===== src/hw/rtl/mgbh_pkg.sv =====
// shared types and constants for the modular golden byte hash
package mgbh_pkg;

	localparam int WORD_W        = 64;
	localparam int ROOT_W        = 33;
	localparam int DIGEST_W      = 63;
	localparam int PADDR_W       = 6;
	localparam int SECRET_WORDS_DEF = 24;

	localparam logic [1:0] CMD_BUILD   = 2'd0;
	localparam logic [1:0] CMD_ABSORB  = 2'd1;
	localparam logic [1:0] CMD_FINISH  = 2'd2;
	localparam logic [1:0] CMD_IGNORED = 2'd3;

	localparam logic RESULT_TABLE  = 1'b0;
	localparam logic RESULT_DIGEST = 1'b1;

	localparam logic [2:0] REG_TABLE_SIZE = 3'd0;
	localparam logic [2:0] REG_MODULUS    = 3'd1;
	localparam logic [2:0] REG_HIGH_PRIME = 3'd2;
	localparam logic [2:0] REG_LOW_PRIME  = 3'd3;
	localparam logic [2:0] REG_AVALANCHE  = 3'd4;
	localparam logic [2:0] REG_ROOT_DIV   = 3'd5;

	typedef struct packed {
		logic start;
		logic div;
	} alu_req_t;

endpackage


===== src/hw/rtl/mgbh_in_if.sv =====
// input channel of the hash block
interface mgbh_in_if;
	logic       valid;
	logic       ready;
	logic [1:0] command;
	logic [7:0] byte_value;
	logic       is_last;

	modport source (output valid, command, byte_value, is_last, input ready);
	modport sink (input valid, command, byte_value, is_last, output ready);
endinterface


===== src/hw/rtl/mgbh_out_if.sv =====
// result channel of the hash block
interface mgbh_out_if;
	logic        valid;
	logic        ready;
	logic        result_kind;
	logic [62:0] digest;

	modport source (output valid, result_kind, digest, input ready);
	modport sink (input valid, result_kind, digest, output ready);
endinterface


===== src/hw/rtl/modular_golden_byte_hash.sv =====
// modular byte hash: sequencer around a shared bit-serial multiply/divide unit
// each multiply or divide runs bit-serially in the shared unit; an absorbed byte costs
// six of them, a finish eight, a last byte both, a table build 168 (with the default
// table of 24 words); one transaction is in work at a time
// reset clears the registers to their defaults and the running hash and position;
// the secret table holds no value until the first build
module modular_golden_byte_hash #(
	parameter int SECRET_WORDS = mgbh_pkg::SECRET_WORDS_DEF
) (
	input  logic                        clk,
	input  logic                        arst_n,
	mgbh_in_if.sink                     in_ch,
	mgbh_out_if.source                  out_ch,
	input  logic                        psel,
	input  logic                        penable,
	input  logic                        pwrite,
	input  logic [mgbh_pkg::PADDR_W-1:0] paddr,
	input  logic [63:0]                 pwdata,
	output logic [63:0]                 prdata,
	output logic                        pready
);
	import mgbh_pkg::*;

	localparam int AW = SECRET_WORDS > 1 ? $clog2(SECRET_WORDS) : 1;

	typedef enum logic [4:0] {
		S_IDLE, S_B_MUL1, S_B_D33, S_B_RED1, S_B_MUL2, S_B_RED2, S_B_D29, S_B_RED3,
		S_B_NEXT, S_A_RD, S_A_RED1, S_A_MUL1, S_A_RED2, S_A_MUL2, S_A_MUL3, S_A_RED3,
		S_F_D1, S_F_Q1, S_F_RED1, S_F_MUL, S_F_RED2, S_F_Q2, S_F_RED3, S_F_REDT, S_EMIT
	} state_t;

	state_t st_q;
	logic [WORD_W-1:0] tsize_q, mod_q, hp_q, lp_q, av_q;
	logic [ROOT_W-1:0] root_q;
	logic [WORD_W-1:0] acc_q, hash_q, pos_q, s_q, t_q, d1_q;
	logic [AW-1:0]     k_q, pidx_q;
	logic [7:0]        byte_q;
	logic              last_q, go_q, kind_q;
	logic              out_valid_q, out_kind_q;
	logic [DIGEST_W-1:0] out_digest_q;

	alu_req_t          req;
	logic [WORD_W-1:0] alu_a, alu_b, lo, hi, ram_rd, d2;
	logic              alu_done, compute, skip, wr_en;

	// configuration port
	always_ff @(posedge clk or negedge arst_n) begin
		if (!arst_n) begin
			tsize_q <= 64'd1024;
			mod_q   <= 64'd1024;
			hp_q    <= 64'd631;
			lp_q    <= 64'd389;
			av_q    <= 64'd241;
			root_q  <= 33'd32;
		end else if (psel && penable && pwrite) begin
			unique case (paddr[5:3])
				REG_TABLE_SIZE: tsize_q <= pwdata;
				REG_MODULUS:    mod_q   <= pwdata;
				REG_HIGH_PRIME: hp_q    <= pwdata;
				REG_LOW_PRIME:  lp_q    <= pwdata;
				REG_AVALANCHE:  av_q    <= pwdata;
				REG_ROOT_DIV:   root_q  <= pwdata[ROOT_W-1:0];
				default: ;
			endcase
		end
	end

	always_comb begin
		unique case (paddr[5:3])
			REG_TABLE_SIZE: prdata = tsize_q;
			REG_MODULUS:    prdata = mod_q;
			REG_HIGH_PRIME: prdata = hp_q;
			REG_LOW_PRIME:  prdata = lp_q;
			REG_AVALANCHE:  prdata = av_q;
			REG_ROOT_DIV:   prdata = {{(WORD_W-ROOT_W){1'b0}}, root_q};
			default:        prdata = '0;
		endcase
	end
	assign pready = 1'b1;

	assign d2 = (root_q < 33'd2) ? 64'd2 : {{(WORD_W-ROOT_W){1'b0}}, root_q};

	// operand selection for the shared unit
	always_comb begin
		compute = 1'b1;
		skip    = 1'b0;
		req.div = 1'b1;
		alu_a   = acc_q;
		alu_b   = mod_q;
		case (st_q)
			S_B_MUL1: begin req.div = 1'b0; alu_b = hp_q; end
			S_B_D33:  alu_b = 64'd33;
			S_B_D29:  alu_b = 64'd29;
			S_B_MUL2, S_A_MUL1: begin req.div = 1'b0; alu_b = lp_q; end
			S_A_MUL2: begin req.div = 1'b0; alu_a = pos_q; alu_b = s_q; end
			S_A_MUL3: begin req.div = 1'b0; alu_b = t_q; end
			S_F_D1:   begin alu_a = mod_q; alu_b = 64'd3; end
			S_F_Q1:   alu_b = d1_q;
			S_F_MUL:  begin req.div = 1'b0; alu_b = av_q; end
			S_F_Q2:   alu_b = d2;
			S_B_RED1, S_B_RED2, S_B_RED3, S_A_RED1, S_A_RED2, S_A_RED3,
			S_F_RED1, S_F_RED2, S_F_RED3: skip = (mod_q == '0);
			S_F_REDT: begin
				alu_b = tsize_q;
				skip  = (tsize_q == '0) || (mod_q == tsize_q);
			end
			default: compute = 1'b0;
		endcase
		req.start = compute && !skip && !go_q;
	end

	mgbh_alu u_alu (
		.clk    (clk),
		.arst_n (arst_n),
		.req    (req),
		.a      (alu_a),
		.b      (alu_b),
		.done   (alu_done),
		.res_lo (lo),
		.res_hi (hi)
	);

	assign wr_en = (st_q == S_B_NEXT);

	mgbh_ram #(.WIDTH(WORD_W), .DEPTH(SECRET_WORDS)) u_secret (
		.clk   (clk),
		.we    (wr_en),
		.waddr (k_q),
		.wdata (acc_q),
		.raddr (pidx_q),
		.rdata (ram_rd)
	);

	assign in_ch.ready = (st_q == S_IDLE);

	// sequencer
	always_ff @(posedge clk or negedge arst_n) begin
		if (!arst_n) begin
			st_q        <= S_IDLE;
			go_q        <= 1'b0;
			hash_q      <= '0;
			pos_q       <= '0;
			pidx_q      <= '0;
			k_q         <= '0;
			out_valid_q <= 1'b0;
		end else begin
			// in S_EMIT the output register is reloaded below instead
			if (out_valid_q && out_ch.ready && st_q != S_EMIT) begin
				out_valid_q <= 1'b0;
			end
			if (compute && !skip && !go_q) begin
				go_q <= 1'b1;
			end else if (compute && (skip || alu_done)) begin
				go_q <= 1'b0;
				case (st_q)
					S_B_MUL1: begin acc_q <= lo + WORD_W'(k_q); st_q <= S_B_D33; end
					S_B_D33:  begin acc_q <= acc_q + lo; st_q <= S_B_RED1; end
					S_B_RED1: begin acc_q <= skip ? acc_q : hi; st_q <= S_B_MUL2; end
					S_B_MUL2: begin acc_q <= lo; st_q <= S_B_RED2; end
					S_B_RED2: begin acc_q <= skip ? acc_q : hi; st_q <= S_B_D29; end
					S_B_D29:  begin acc_q <= acc_q + lo; st_q <= S_B_RED3; end
					S_B_RED3: begin acc_q <= skip ? acc_q : hi; st_q <= S_B_NEXT; end
					S_A_RED1: begin acc_q <= skip ? acc_q : hi; st_q <= S_A_MUL1; end
					S_A_MUL1: begin acc_q <= lo; st_q <= S_A_RED2; end
					S_A_RED2: begin acc_q <= skip ? acc_q : hi; st_q <= S_A_MUL2; end
					S_A_MUL2: begin t_q <= hp_q + lo; st_q <= S_A_MUL3; end
					S_A_MUL3: begin acc_q <= lo; st_q <= S_A_RED3; end
					S_A_RED3: begin
						acc_q  <= skip ? acc_q : hi;
						hash_q <= skip ? acc_q : hi;
						pos_q  <= pos_q + 64'd1;
						pidx_q <= (pidx_q == AW'(SECRET_WORDS - 1)) ? '0 : pidx_q + AW'(1);
						st_q   <= last_q ? S_F_D1 : S_IDLE;
					end
					S_F_D1:   begin d1_q <= (lo < 64'd2) ? 64'd2 : lo; st_q <= S_F_Q1; end
					S_F_Q1:   begin acc_q <= acc_q + lo; st_q <= S_F_RED1; end
					S_F_RED1: begin acc_q <= skip ? acc_q : hi; st_q <= S_F_MUL; end
					S_F_MUL:  begin acc_q <= lo; st_q <= S_F_RED2; end
					S_F_RED2: begin acc_q <= skip ? acc_q : hi; st_q <= S_F_Q2; end
					S_F_Q2:   begin acc_q <= acc_q + lo; st_q <= S_F_RED3; end
					S_F_RED3: begin acc_q <= skip ? acc_q : hi; st_q <= S_F_REDT; end
					S_F_REDT: begin
						acc_q  <= skip ? acc_q : hi;
						kind_q <= RESULT_DIGEST;
						st_q   <= S_EMIT;
					end
					default: st_q <= S_IDLE;
				endcase
			end else begin
				unique case (st_q)
					S_IDLE: begin
						if (in_ch.valid) begin
							byte_q <= in_ch.byte_value;
							last_q <= in_ch.is_last;
							case (in_ch.command)
								CMD_BUILD: begin
									acc_q <= tsize_q;
									k_q   <= '0;
									st_q  <= S_B_MUL1;
								end
								CMD_ABSORB: st_q <= S_A_RD;
								CMD_FINISH: begin
									acc_q <= hash_q;
									st_q  <= S_F_D1;
								end
								default: st_q <= S_IDLE;
							endcase
						end
					end
					S_B_NEXT: begin
						if (k_q == AW'(SECRET_WORDS - 1)) begin
							kind_q <= RESULT_TABLE;
							acc_q  <= '0;
							st_q   <= S_EMIT;
						end else begin
							k_q  <= k_q + AW'(1);
							st_q <= S_B_MUL1;
						end
					end
					S_A_RD: begin
						s_q   <= ram_rd;
						acc_q <= hash_q + {56'd0, byte_q} + ram_rd;
						st_q  <= S_A_RED1;
					end
					S_EMIT: begin
						if (!out_valid_q || out_ch.ready) begin
							out_valid_q  <= 1'b1;
							out_kind_q   <= kind_q;
							out_digest_q <= acc_q[DIGEST_W-1:0];
							if (kind_q == RESULT_DIGEST) begin
								hash_q <= '0;
								pos_q  <= '0;
								pidx_q <= '0;
							end
							st_q <= S_IDLE;
						end
					end
					default: st_q <= st_q;
				endcase
			end
		end
	end

	assign out_ch.valid       = out_valid_q;
	assign out_ch.result_kind = out_kind_q;
	assign out_ch.digest      = out_digest_q;
endmodule


===== src/hw/rtl/mgbh_ram.sv =====
// generic single write port ram with registered read
module mgbh_ram #(
	parameter int WIDTH = 64,
	parameter int DEPTH = 24
) (
	input  logic                                  clk,
	input  logic                                  we,
	input  logic [(DEPTH > 1 ? $clog2(DEPTH) : 1)-1:0] waddr,
	input  logic [WIDTH-1:0]                      wdata,
	input  logic [(DEPTH > 1 ? $clog2(DEPTH) : 1)-1:0] raddr,
	output logic [WIDTH-1:0]                      rdata
);
	logic [WIDTH-1:0] mem [DEPTH];

	always_ff @(posedge clk) begin
		if (we) begin
			mem[waddr] <= wdata;
		end
		rdata <= mem[raddr];
	end
endmodule


===== src/hw/rtl/mgbh_alu.sv =====
// bit-serial 64-bit wrapping multiplier and restoring divider
module mgbh_alu (
	input  logic                  clk,
	input  logic                  arst_n,
	input  mgbh_pkg::alu_req_t    req,
	input  logic [63:0]           a,
	input  logic [63:0]           b,
	output logic                  done,
	output logic [63:0]           res_lo,
	output logic [63:0]           res_hi
);
	import mgbh_pkg::*;

	logic [WORD_W-1:0] a_q, b_q, p_q, rem_q;
	logic [5:0]        cnt_q;
	logic              busy_q, div_q, done_q;
	logic [WORD_W:0]   trial;
	logic              fits;

	assign trial = {rem_q, a_q[WORD_W-1]};
	assign fits  = trial >= {1'b0, b_q};

	always_ff @(posedge clk or negedge arst_n) begin
		if (!arst_n) begin
			busy_q <= 1'b0;
			done_q <= 1'b0;
			cnt_q  <= '0;
		end else begin
			done_q <= 1'b0;
			if (req.start) begin
				busy_q <= 1'b1;
				cnt_q  <= '0;
			end else if (busy_q) begin
				cnt_q <= cnt_q + 6'd1;
				if (cnt_q == 6'd63) begin
					busy_q <= 1'b0;
					done_q <= 1'b1;
				end
			end
		end
	end

	always_ff @(posedge clk) begin
		if (req.start) begin
			a_q   <= a;
			b_q   <= b;
			p_q   <= '0;
			rem_q <= '0;
			div_q <= req.div;
		end else if (busy_q) begin
			if (div_q) begin
				// one quotient bit per cycle, shifted into a_q
				rem_q <= fits ? WORD_W'(trial - {1'b0, b_q}) : trial[WORD_W-1:0];
				a_q   <= {a_q[WORD_W-2:0], fits};
			end else begin
				if (b_q[0]) begin
					p_q <= p_q + a_q;
				end
				a_q <= {a_q[WORD_W-2:0], 1'b0};
				b_q <= {1'b0, b_q[WORD_W-1:1]};
			end
		end
	end

	assign done   = done_q;
	assign res_lo = div_q ? a_q : p_q;
	assign res_hi = rem_q;
endmodule


===== src/flat_wrapper.sv =====
// flat-port wrapper written by rule: the top's interface ports become plain ports
module modular_golden_byte_hash_flat import mgbh_pkg::*;
#(
	parameter int SECRET_WORDS = mgbh_pkg::SECRET_WORDS_DEF
)
  (clk, arst_n, psel, penable, pwrite, paddr, pwdata, prdata, pready, in_ch_valid, in_ch_command, in_ch_byte_value, in_ch_is_last, in_ch_ready, out_ch_valid, out_ch_result_kind, out_ch_digest, out_ch_ready);
  mgbh_in_if in_ch_i ();
  mgbh_out_if out_ch_i ();
  input  logic clk;
  input  logic arst_n;
  input  logic psel;
  input  logic penable;
  input  logic pwrite;
  input  logic [mgbh_pkg::PADDR_W-1:0] paddr;
  input  logic [63:0] pwdata;
  output logic [63:0] prdata;
  output logic pready;
  input wire logic [$bits(in_ch_i.valid)-1:0] in_ch_valid;
  input wire logic [$bits(in_ch_i.command)-1:0] in_ch_command;
  input wire logic [$bits(in_ch_i.byte_value)-1:0] in_ch_byte_value;
  input wire logic [$bits(in_ch_i.is_last)-1:0] in_ch_is_last;
  output wire logic [$bits(in_ch_i.ready)-1:0] in_ch_ready;
  output wire logic [$bits(out_ch_i.valid)-1:0] out_ch_valid;
  output wire logic [$bits(out_ch_i.result_kind)-1:0] out_ch_result_kind;
  output wire logic [$bits(out_ch_i.digest)-1:0] out_ch_digest;
  input wire logic [$bits(out_ch_i.ready)-1:0] out_ch_ready;
  assign in_ch_i.valid = in_ch_valid;
  assign in_ch_i.command = in_ch_command;
  assign in_ch_i.byte_value = in_ch_byte_value;
  assign in_ch_i.is_last = in_ch_is_last;
  assign in_ch_ready = in_ch_i.ready;
  assign out_ch_valid = out_ch_i.valid;
  assign out_ch_result_kind = out_ch_i.result_kind;
  assign out_ch_digest = out_ch_i.digest;
  assign out_ch_i.ready = out_ch_ready;
  modular_golden_byte_hash #(.SECRET_WORDS(SECRET_WORDS)) u_core (.clk(clk), .arst_n(arst_n), .in_ch(in_ch_i), .out_ch(out_ch_i), .psel(psel), .penable(penable), .pwrite(pwrite), .paddr(paddr), .pwdata(pwdata), .prdata(prdata), .pready(pready));
endmodule

===== config.mk =====
export PLATFORM = sky130hd
export DESIGN_NAME = modular_golden_byte_hash_flat
export DESIGN_NICKNAME = d
export VERILOG_FILES = /design/src/hw/rtl/mgbh_pkg.sv /design/src/hw/rtl/mgbh_in_if.sv /design/src/hw/rtl/mgbh_out_if.sv /design/src/hw/rtl/modular_golden_byte_hash.sv /design/src/hw/rtl/mgbh_ram.sv /design/src/hw/rtl/mgbh_alu.sv /design/src/flat_wrapper.sv
export SDC_FILE = /design/constraint.sdc
export NUM_CORES = 2
export LEC_CHECK = 0
export BUFFER_PORTS_ARGS = -buffer_cell sky130_fd_sc_hd__clkbuf_2
export CAP_MARGIN = 5
export CELL_PAD_IN_SITES_DETAIL_PLACEMENT = 0
export CELL_PAD_IN_SITES_GLOBAL_PLACEMENT = 1
export CORE_MARGIN = 1.5
export CORE_UTILIZATION = 40
export CTS_BUF_LIST = sky130_fd_sc_hd__clkbuf_4
export DETAILED_ROUTE_END_ITERATION = 8
export MAX_ROUTING_LAYER = met4
export PLACE_DENSITY = 0.7
export SLEW_MARGIN = 30
export SYNTH_ARGS = -nofsm -noshare
export SYNTH_HDL_FRONTEND = slang
export SYNTH_SLANG_ARGS = --single-unit
export TNS_END_PERCENT = 30

===== constraint.sdc =====
create_clock -name clk -period 11 [get_ports clk]
set_input_delay 1.1 -clock clk [delete_from_list [all_inputs] [get_ports clk]]
set_output_delay 1.1 -clock clk [all_outputs]
set_load 0.01 [all_outputs]

# After elaboration in Yosys (flattened, before gate mapping)
# Memory sizes are Yosys's and may differ from the RTL's. A register that Yosys moved wholly into a read port is not among the register bits.
# Cells that the tools add are included.
totals:
  mem_bits_rw: 1536
  register_bits: 1093
  mem_count: 1
  in_bits: 88
  wordCells: 217
op_classes:
  add_sub_neg: 11
  magnitude_cmp: 3
  eq_ne: 47
  bitwise: 3
  reduce_logical: 54
  mux: 68
mem_list:
  columns: ["memory", "words", "width", "read_ports", "rd_ports_with_merged_regs", "wr", "line", "source"]
  rows:
  - ["u_core.u_secret.mem", 24, 64, 1, 1, 1, "mgbh_ram.sv:13", "logic [WIDTH-1:0] mem [DEPTH];"]
ops:
  columns: ["op", "n"]
  rows:
  - ["2-to-1 mux 64 bit", 18]
  - ["case mux 64 bit (11 select lines)", 1]
  - ["case mux 64 bit (6 select lines)", 1]
  - ["adder 64 bit", 4]
  - ["case mux 64 bit (2 select lines)", 2]
  - ["case mux 64 bit (4 select lines)", 1]
  - ["case mux 64 bit (3 select lines)", 1]
  - ["logical NOT 64 bit", 2]
  - ["case mux 5 bit (21 select lines)", 1]
  - ["2-to-1 mux 5 bit", 14]
  - [">= comparator 65 x 64 -> 1 bit", 1]
  - ["adder 64 x 1 -> 64 bit, second input constant", 1]
  - ["adder 64 x 5 -> 64 bit", 1]
  - ["adder 64 x 8 -> 64 bit", 1]
  - ["equality test 64 bit", 1]
  - ["< comparator 64 x 2 -> 1 bit, second input constant", 1]
  - ["subtractor 64 bit", 1]
  - ["equality test 5 bit, second input constant", 11]
  - ["equality test 5 x 4 -> 1 bit, second input constant", 8]
  - ["< comparator 33 x 2 -> 1 bit, second input constant", 1]
  - ["2-to-1 mux 33 bit", 1]
  - ["2-to-1 mux 1 bit", 22]
  - ["OR reduction 21 bit", 1]
  - ["equality test 5 x 3 -> 1 bit, second input constant", 4]
  - ["42 further kinds", 86]

# Depth between registers and ports, before layout
logic_depth:
  ltp_word: 8
  depth_mapped: 23
  depth_no_buf: 21

# Hierarchy
# Synthesis repeated with hierarchy kept, for this count alone.
hier_totals:
  cells_unflattened: 10638
  hier_area_um2: 132567.1
by_module_without_submodules:
  columns: ["module", "seq_area_each_um2", "area_per_inst_um2", "cells_each", "instances"]
  rows:
  - ["mgbh_ram", 47405.5, 60362.9, 3055, 1]
  - ["modular_golden_byte_hash", 22395.2, 53083.4, 5334, 1]
  - ["mgbh_alu", 6636.4, 19120.8, 2249, 1]

# Worst setup path before layout
# OpenSTA, ideal clock, no wires.
synth_path:
  path_type: "flip-flop to flip-flop"
  startpoint: "register u_core.mod_q[23]"
  endpoint: "register u_core.acc_q[0], enable pin"
  setup_ps: 565
  arrival_time_ps: 6928
  stages_incl_launch_ff: 14
  path_buffers: 3
  path_slack_ps: 3507
  cell_sequence: "dfrtp_1 > xor2_1 > nor4_1 > nand4_1 > nor4_1 > o21a_1 > or2_2 > clkbuf_1 > o21ai_0 > nand3_1 > clkbuf_1 > buf_1 > o32ai_1 > nor3_1"
synth_via:
  elab_chain_cells: 8
  elab_cells_between_ends: 16
  classes_between: "5 x eq/ne; 1 x mux; 1 x bitwise; 9 x reduce/logical"
synth_lines:
  columns: ["element", "line", "source"]
  rows:
  - ["from (decl)", "modular_golden_byte_hash.sv:33", "logic [WORD_W-1:0] tsize_q, mod_q, hp_q, lp_q, av_q;"]
  - ["from (signal assigned)", "modular_golden_byte_hash.sv:58", "REG_MODULUS: mod_q <= pwdata;"]
  - ["equality test 64 bit", "modular_golden_byte_hash.sv:105", "skip = (tsize_q == '0) || (mod_q == tsize_q);"]
  - ["logical OR 1 bit", "modular_golden_byte_hash.sv:105", null]
  - ["case mux 1 bit (2 select lines) (*)", "modular_golden_byte_hash.sv:90", "case (st_q)"]
  - ["parallel branches: the longest is 4 deep, another holds != test 5 bit", null, null]
  - ["AND reduction 7 bit (no source line) (*)", null, null]
  - ["to (signal assigned)", "modular_golden_byte_hash.sv:169", "acc_q <= skip ? acc_q : hi;"]
  - ["to (signal assigned)", "modular_golden_byte_hash.sv:183", "acc_q <= skip ? acc_q : hi;"]
  - ["to (signal assigned)", "modular_golden_byte_hash.sv:197", "acc_q <= tsize_q;"]
  - ["to (decl)", "modular_golden_byte_hash.sv:35", "logic [WORD_W-1:0] acc_q, hash_q, pos_q, s_q, t_q, d1_q;"]
# Mark *: on every way between the ends.
# A chain may end at the register's enable or synchronous reset.

# Worst setup path after layout
layout_path:
  startpoint: "register u_core.st_q[0]"
  endpoint: "register u_core.acc_q[55], data pin"
layout_via:
  elab_chain_cells: 6
  elab_cells_between_ends: 37
  classes_between: "23 x eq/ne; 6 x mux; 8 x reduce/logical"
layout_lines:
  columns: ["element", "line", "source"]
  rows:
  - ["from (decl)", "modular_golden_byte_hash.sv:32", "state_t st_q;"]
  - ["from (signal assigned)", "modular_golden_byte_hash.sv:173", "st_q <= last_q ? S_F_D1 : S_IDLE;"]
  - ["equality test 5 x 2 -> 1 bit (tied with other cells)", "modular_golden_byte_hash.sv:90, modular_golden_byte_hash.sv:155", null]
  - ["OR reduction 9 bit", "modular_golden_byte_hash.sv:90", null]
  - ["case mux 1 bit (2 select lines)", "modular_golden_byte_hash.sv:90", null]
  - ["2-to-1 mux 64 bit / logical OR 1 bit (equally long branches)", null, null]
  - ["case mux 64 bit (4 select lines) / logical AND 1 bit (equally long branches)", "modular_golden_byte_hash.sv:155, modular_golden_byte_hash.sv:153", null]
  - ["2-to-1 mux 64 bit (*)", "modular_golden_byte_hash.sv:153", "end else if (compute && (skip || alu_done)) begin"]
# Mark *: on every way between the ends. The rest lies on a longest branch, timed or not.

==> impl_metrics.env <==
export IMPL_status="finished, violations left"
export IMPL_violations="design-rule violations"
export IMPL_post_synth_top_area_fraction=0.458
export IMPL_worst_clock_skew_ns=0.134
export IMPL_synth_top_family_by_area="multiplexers"
export IMPL_finalMaxSlewViolations=0
export IMPL_synth_top_cell_by_area="edfxtp_1"
export IMPL_cts_resized=0
export IMPL_synthMuxAreaShare=0.140
export IMPL_multi_input_area_um2=51800
export IMPL_tightest_slew_ns=1.21
export IMPL_ir_worst_vdd_mv=0.0807
export IMPL_path_max_fanout=67
export IMPL_required_ns=12.24
export IMPL_rsz0062_at_grt="false"
export IMPL_cts_sinks=2693
export IMPL_h_tree_depth=6
export IMPL_antenna_left=0
export IMPL_max_flop_register="u_core.u_secret.mem"
export IMPL_setup_viol=0
export IMPL_area_growth_pct=13.2
export IMPL_layout_cells_non_filler=15400
export IMPL_synth_area_um2=131000
export IMPL_yosysSeqAreaShare=0.585
export IMPL_initial_core_util=0.403
export IMPL_yosysWarnings=0
export IMPL_hold_path_class="in2reg"
export IMPL_max_clock_path_buffers=4
export IMPL_fp_coreArea_um2=325000
export IMPL_die_h_um=575
export IMPL_row_count=209
export IMPL_critical_path_max_stage_delay_ns=0.77
export IMPL_ys_ff_latch=2693
export IMPL_cp_end_kind="flip-flop"
export IMPL_yosys_area_share_simple=0.0725
export IMPL_synth_adder_area_share=0.0381
export IMPL_synth_avg_cell_area_um2=13.3
export IMPL_clkTransAtPathRegs_ns=0.07
export IMPL_seqCellArea_um2=76500
export IMPL_globalRoute_totalOverflow=0
export IMPL_insertion_delay_ns=1.54
export IMPL_ios=219
export IMPL_cp_top_family="compound AO/OA/AOI/OAI gates"
export IMPL_path_buf_inv=1
export IMPL_nets=11000
export IMPL_max_slew_margin=0.194
export IMPL_stdcell_area_um2=148000
export IMPL_antenna_found_initial=29
export IMPL_grt_pass1_vias=91000
export IMPL_cts_setup_buffers=0
export IMPL_fillers=29200
export IMPL_routed_wl_um=465000
export IMPL_drv_cap=0
export IMPL_netlist_instances=9816
export IMPL_fmax_mhz=143
export IMPL_wl_per_cell_um=30.2
export IMPL_drcViolationCount=1
export IMPL_grt_use_total=0.283
export IMPL_gp_congestion=1.02
export IMPL_dp_cells=14000
export IMPL_drive_gt1_frac=0.245
export IMPL_ys_async_sr_fraction=0.188
export IMPL_power_w=0.0270
export IMPL_fin_crit_ns=6.99
export IMPL_viasPerCell=6.00
export IMPL_root_buffer="clkbuf_4"
export IMPL_worstSetupStartpointType="flip-flop"
export IMPL_synth_edff_count=1995
export IMPL_hold_violations=0
export IMPL_synthFlopType="edfxtp_1"
export IMPL_cp_data_arrival_time_ns=8.23
export IMPL_drt_iter0_drc=10700
export IMPL_io_buffers=214
export IMPL_dieArea_um2=330000
export IMPL_die_x_um=575
export IMPL_setup_tns_ns=0
export IMPL_crit_slowest_cell="a31oi_1"
export IMPL_grt_max_degree=158
export IMPL_critPathKind="reg2reg"
export IMPL_ys_types=102
export IMPL_path_cells="nor2b_1 > a21oi_1 > nor2_4 > buf_4 > mux2_2 > ha_1 > o21ai_0 > nor2_1 > o21ai_0 > o21bai_1 > a21o_1 > a41oi_1 > a21oi_1 > a31oi_1 > o21bai_1 > xnor2_1 > o221ai_1 > o31a_1"
export IMPL_synth_area_leaders="edfxtp_1 (46%), dfrtp_1 (9.3%), mux4_2 (7.9%), mux2_2 (4.3%), ha_1 (3.6%)"
export IMPL_grt_pass1_wl_um=657000
export IMPL_finalCritPeriodShare=0.635
export IMPL_largest_reg_flops=1536
export IMPL_post_dp_cell_area_um2=137000
export IMPL_syn_nets=10300
export IMPL_synth_compound_area_share=0.115
export IMPL_cts_tree="built"
export IMPL_vias=92300
export IMPL_hpwlAfterDp_um=328000
export IMPL_cts_buffers=706
export IMPL_power_density_nw_per_um2=183
export IMPL_cts_hold_buf=80
export IMPL_total_leakage_power_nw=56.1
export IMPL_first_pass_iters=9
export IMPL_synth_xor_area_share=0.0260
==> metrics by stage <==
stage / utilization / setup slack [ns] / hold WS, ns
2_1_floorplan: - / 3.51 / 0.415
3_3_place_gp: 0.422 / 4.12 / 0.424
3_5_place_dp: 0.423 / 4.07 / 0.431
4_1_cts: 0.454 / 4.05 / 0.0566
5_1_grt: 0.456 / 3.89 / 0.177
6_report: 0.456 / 4.01 / 0.284
==> layout make-up <==
class | count | share of cell area
Sequential cell | 2693 | 0.517
Clock inverter | 232 | 0.00926
Tap cell | 4325 | 0.0366
Inverter | 188 | 0.00480
Multi-Input combinational cell | 6342 | 0.350
Antenna cell | 17 | 0.000288
Timing Repair Buffer | 553 | 0.0291
Clock buffer | 1047 | 0.0531
==> power by group <==
group / internal [W] / total (W) / leakage [nW] / switching (W)
Combinational: 0.00219 / 0.00583 / 25.1 / 0.00364
Clock: 0.00462 / 0.00900 / 5.42 / 0.00438
Sequential: 0.0114 / 0.0122 / 25.6 / 0.000764
==> cells in the mapped netlist, types with 187 or more instances <==
| cell | count |
|---|---|
| a21o_1 | 203 |
| a21oi_1 | 722 |
| a22oi_1 | 257 |
| clkbuf_1 | 501 |
| dfrtp_1 | 487 |
| dfxtp_1 | 192 |
| edfxtp_1 | 1995 |
| ha_1 | 377 |
| inv_1 | 187 |
| mux2_2 | 496 |
| mux2i_1 | 240 |
| mux4_2 | 460 |
| nand2_1 | 641 |
| nand3_1 | 259 |
| nor2_1 | 501 |
| o21ai_0 | 474 |
| xor2_1 | 207 |
==> path summary, 6_finish.rpt <==
path                                    end  depth (start not counted)  slack, ns                       from
max in group asynchronous   u_core.lp_q[59]                          7       7.29                     arst_n
max                        u_core.acc_q[55]                         18       4.01             u_core.st_q[0]
max reg2reg                u_core.acc_q[55]                         18       4.01             u_core.st_q[0]
min reg2reg                  u_core.s_q[52]                          0       0.45  u_core.u_secret.rdata[52]
min in group asynchronous   u_core.av_q[15]                          3       0.72                     arst_n
min                        u_core.byte_q[2]                          2       0.28        in_ch_byte_value[2]
==> logic make-up after synthesis <==
| kind of cell | Yosys count |
|---|---|
| compound gates | 2343 |
| fa+ha+maj | 390 |
| xor+xnor | 388 |
| flops | 2693 |
| mux | 1196 |
| other cells | 1 |
| simple gates | 2024 |
| buf+inv | 781 |
==> layer usage <==
metal	GRT usage	share of wire
met3	0.0635	0.095
met5	-	0
met2	0.408	0.44
met4	0.112	0.041
met1	0.388	0.43
==> cell usage in the layout (no fill, tap or decap), types with 29 or more instances in the layout <==
master / instances
a211oi_1: 70
a21o_1: 203
a21oi_1: 721
a221oi_1: 75
a222oi_1: 66
a22oi_1: 257
a31oi_1: 104
and2_1: 89
and3_1: 43
buf_4: 192
buf_6: 30
clkbuf_2: 212
clkbuf_4: 1047
clkinv_1: 161
dfrtp_1: 482
dfxtp_1: 192
dlygate4sd3_1: 80
edfxtp_1: 1995
ha_1: 377
inv_1: 186
mux2_2: 496
mux2i_1: 240
mux4_2: 460
nand2_1: 639
nand2b_1: 50
nand3_1: 257
nand4_1: 111
nor2_1: 466
nor2_4: 33
nor2b_1: 48
nor3_1: 67
nor4_1: 88
o21a_1: 39
o21ai_0: 472
o21bai_1: 56
o22ai_1: 34
or3_1: 29
xnor2_1: 181
xor2_1: 207
Power figures use the tool's default switching activity.
